File: src/iida_pkg.sv
package iida_pkg;

  localparam int CAPACITY = 64;
  localparam int CNT_W    = 7;
  localparam int WORD_W   = 32;

  localparam logic [CNT_W-1:0] CAP_CNT = CNT_W'(CAPACITY);

  typedef enum logic [1:0] {
    REQ_DISPLAY = 2'd0,
    REQ_INSERT  = 2'd1,
    REQ_DELETE  = 2'd2
  } req_code_t;

  typedef enum logic [1:0] {
    STATUS_OK     = 2'd0,
    STATUS_FULL   = 2'd1,
    STATUS_BADPOS = 2'd2,
    STATUS_EMPTY  = 2'd3
  } status_t;

  typedef enum logic [1:0] {
    CELL_HOLD,
    CELL_INS,
    CELL_DEL,
    CELL_ROT
  } cell_op_t;

  typedef enum logic {
    S_IDLE,
    S_SHOW
  } iida_state_t;

  typedef struct packed {
    logic [1:0]              req_type;
    logic [CNT_W-1:0]        position;
    logic signed [WORD_W-1:0] value;
  } req_word_t;

  typedef struct packed {
    logic signed [WORD_W-1:0] element_value;
    logic [1:0]               status;
    logic [CNT_W-1:0]         fill_count;
    logic                     last;
  } rsp_word_t;

  // control broadcast to every cell
  typedef struct packed {
    cell_op_t                 op;
    logic [CNT_W-1:0]         pos;
    logic [CNT_W-1:0]         tail;
    logic signed [WORD_W-1:0] value;
  } cell_ctrl_t;

endpackage

File: src/iida_cell.sv
module iida_cell (
  input  logic                               clk,
  input  iida_pkg::cell_ctrl_t               ctrl,
  input  logic [iida_pkg::CNT_W-1:0]         idx,
  input  logic signed [iida_pkg::WORD_W-1:0] left,
  input  logic signed [iida_pkg::WORD_W-1:0] right,
  input  logic signed [iida_pkg::WORD_W-1:0] head,
  output logic signed [iida_pkg::WORD_W-1:0] data
);
  import iida_pkg::*;

  // insert: shift up from pos; delete: shift down from pos;
  // rotate: move toward cell 0, tail wraps in the head word
  always_ff @(posedge clk) begin
    unique case (ctrl.op)
      CELL_HOLD: begin
      end
      CELL_INS: begin
        if (idx == ctrl.pos) begin
          data <= ctrl.value;
        end else if (idx > ctrl.pos) begin
          data <= left;
        end
      end
      CELL_DEL: begin
        if (idx >= ctrl.pos) begin
          data <= right;
        end
      end
      CELL_ROT: begin
        if (idx == ctrl.tail) begin
          data <= head;
        end else if (idx < ctrl.tail) begin
          data <= right;
        end
      end
    endcase
  end

endmodule

File: config.mk
export PLATFORM = sky130hd
export DESIGN_NAME = iida_cell
export DESIGN_NICKNAME = d
export VERILOG_FILES = /design/src/iida_pkg.sv /design/src/iida_cell.sv
export SDC_FILE = /design/constraint.sdc
export NUM_CORES = 1
export LEC_CHECK = 0
export BUFFER_PORTS_ARGS = -buffer_cell sky130_fd_sc_hd__clkbuf_2
export CORE_MARGIN = 3
export CORE_UTILIZATION = 45
export CTS_BUF_LIST = sky130_fd_sc_hd__clkbuf_8
export DETAILED_ROUTE_END_ITERATION = 6
export GPL_TIMING_DRIVEN = 0
export PLACE_DENSITY = 0.94
export SLEW_MARGIN = 20
export SYNTH_ARGS = -nofsm -noshare
export SYNTH_HDL_FRONTEND = slang
export SYNTH_SLANG_ARGS = --single-unit
export TNS_END_PERCENT = 100
File: constraint.sdc
create_clock -name clk -period 4.8 [get_ports clk]
set_input_delay 0 -clock clk [delete_from_list [all_inputs] [get_ports clk]]
set_output_delay 0 -clock clk [all_outputs]
set_load 0.03 [all_outputs]
==> flow_summary.yaml <==
finish:
  num_antenna_cells: 0
  drive_gt1_share_pct: 48.68
  final_common_cell: "clkbuf_2"
  finalInstanceArea_sq_um: 3521
  reg_top3: "data: 32 flops"
  nFillCells: 417
  largest_reg_flops: 32
  fin_util_pct: 68.50
  max_flop_register: "data"
  syn2layout_area_growth_pct: 46.11
  finalNetCount: 583
  layout_common_cells: "clkbuf_2, a21oi_1, nor2_1"
place:
  dp_slack_ps: 2781
  place_area_sq_um: 3443
  dp_hpwl_mm: 5.936
  gp_congestion: 0.7906
  place.port_buffers: 182
setup_path:
  cp_data_required_time_ps: 4790
  critPathKind: "primary input to flop"
  cp-end-kind: "flop"
  startpoint_type: "primary input"
  path_max_fanout: 17
  cp.arrival_ps: 1710
global_routing:
  grt_overflow: 0
  grt_use_total_pct: 21.59
  first_global_vias: 2383
  grt_pass1_wl_mm: 10.56
  grt_antenna_before_repair: 0
  grt_max_degree: 18
clock_tree:
  path_clk_slew_ps: 60
  post_cts_buffers: 0
  cts_buffers: 5
  clk_path_buf_depth: 2
  tritoncts: "yes"
  cts_resized: 0
  clock_sinks: 32
  cts-root-buf: "clkbuf_8"
  htree_num_levels: 2
  hold_buffers: 0
logic_synthesis:
  synthesis.area_sq_um: 2410
  ys_seq_elements: 32
  seq_area_frac_synth_pct: 39.88
  synthXorXnorAreaFrac_pct: 0
  synthMuxAreaShare_pct: 28.25
  ys_types: 27
  yosys.area.top_type_share_pct: 39.88
  ys_warn_count: 0
  syn_area_per_cell_sq_um: 10.62
  syn_nets: 393
  synth_fa_ha_area_share_pct: 7.269
  synth_top_family_by_area: "multiplexers"
  synth-simple-area-share_pct: 9.242
  netlist_instances: 227
  synth_compound_area_share_pct: 9.138
  synth_top_cell_by_area: "edfxtp_1"
  yosys-top-cells-area: "edfxtp_1, mux2_1, mux2i_1"
route:
  initialDrtViolationCount: 53
  ant_nets: 0
  dr.pass1.iters: 4
  num_vias: 2404
  wl_per_cell_um: 14.43
  wl_mm: 7.029
  viasPerCell: 4.936
  route.detailed.drc: 0
run:
  cap_violations: 0
die:
  core-area_sq_um: 5140
  rows: 26
  io_pins: 184
  die_w_um: 79.18
  initial_core_util_pct: 46.88
  fp.dieArea_sq_um: 6269
  die_h_um: 79.18
status:
  outcome: "finished, final reports clean"
pwr:
  power.density_nw_per_um2: 246.6
  peakVddDrop_mv: 0.1636
  total_leakage_power_nw: 1.954
timing:
  hold_viol_final: 0
  tightestPinTransition_ps: 542.4
  tns_ps: 0
  finalSetupViolations: 0
  timing.slew.headroom_pct: 63.75
  whs_ps: 107.9
  rsz0062_at_grt: "false"
  period_needed_ps: 1721
  fin_ws_ps: 3079
  fmax_mhz: 581.0
  timing.final.crit_share_pct: 35.86
  slew_viol_final: 0
min_path:
  hp-class: "primary input to flop"
-- path summary, 6_finish.rpt --
path	endpoint	slack, ps	cells past startpoint	start
worst max-delay path	data[20]$_DFFE_PP_	3080	9	ctrl[45]
worst min-delay path	data[10]$_DFFE_PP_	110	3	head[10]
-- layout make-up --
| class | count | area (sq um) | area share (%) |
|---|---|---|---|
| clock inverter | 2 | 8.758 | 0.2488 |
| clock buffer | 5 | 68.82 | 1.955 |
| inverter | 13 | 48.80 | 1.386 |
| sequential | 32 | 960.9 | 27.29 |
| tap | 70 | 87.58 | 2.488 |
| timing repair buffer | 183 | 938.4 | 26.65 |
| buffer | 13 | 101.3 | 2.878 |
| multi-input combinational | 169 | 1306 | 37.10 |
-- cells by family after synthesis --
| family | after synthesis |
|---|---|
| compound gates | 42 |
| buf+inv | 26 |
| simple gates | 49 |
| flops | 32 |
| fa+ha+maj | 14 |
| mux | 64 |
-- stage by stage --
step,power [mW],std cells
after floorplan,0.5581,227
after global placement,0.6724,479
after detailed placement,0.6901,480
after CTS,0.8758,487
after global routing,0.9156,487
final,0.8682,487
-- cell usage after synthesis --
master,n
a211oi_1,1
nor3_1,1
nand3b_1,1
and3_1,1
clkbuf_1,3
buf_4,4
nand2b_1,1
o32ai_1,1
nor2_1,35
a21o_1,1
o21ai_0,1
buf_2,3
mux2_1,32
edfxtp_1,32
ha_1,14
nand3_1,2
a31oi_1,1
mux2i_1,32
nand4_1,4
nor2_4,1
nand2_1,1
inv_1,13
nand3_2,1
buf_8,3
nand2_2,1
a21oi_1,36
o21ai_1,1
-- worst max-delay path, stage by stage --
cell and delay [ps]:
clkbuf_2 70, inv_1 40, ha_1 360, nand4_1 100, and3_1 190, o21ai_1 100
o32ai_1 150, nor2_4 470, buf_16 220
-- metal layers --
metal | wire length, um | track usage, % | vias to the layer above | share of wire [%]
met3 | 601 | 5.556 | 8 | 8.6
met1 | 2586 | 22.41 | 1075 | 37
met2 | 3778 | 42.68 | 115 | 54
li1 | - | - | 1206 | -
met4 | 63 | 4.983 | 0 | 0.90
met5 | 0 | 0 | - | 0
-- report_power, final --
group          internal (mW)  switching [mW]
clock                 0.0962          0.0893
combinational          0.119           0.189
sequential             0.363          0.0119
total                  0.578           0.290
(Power assumes the default switching activity.)
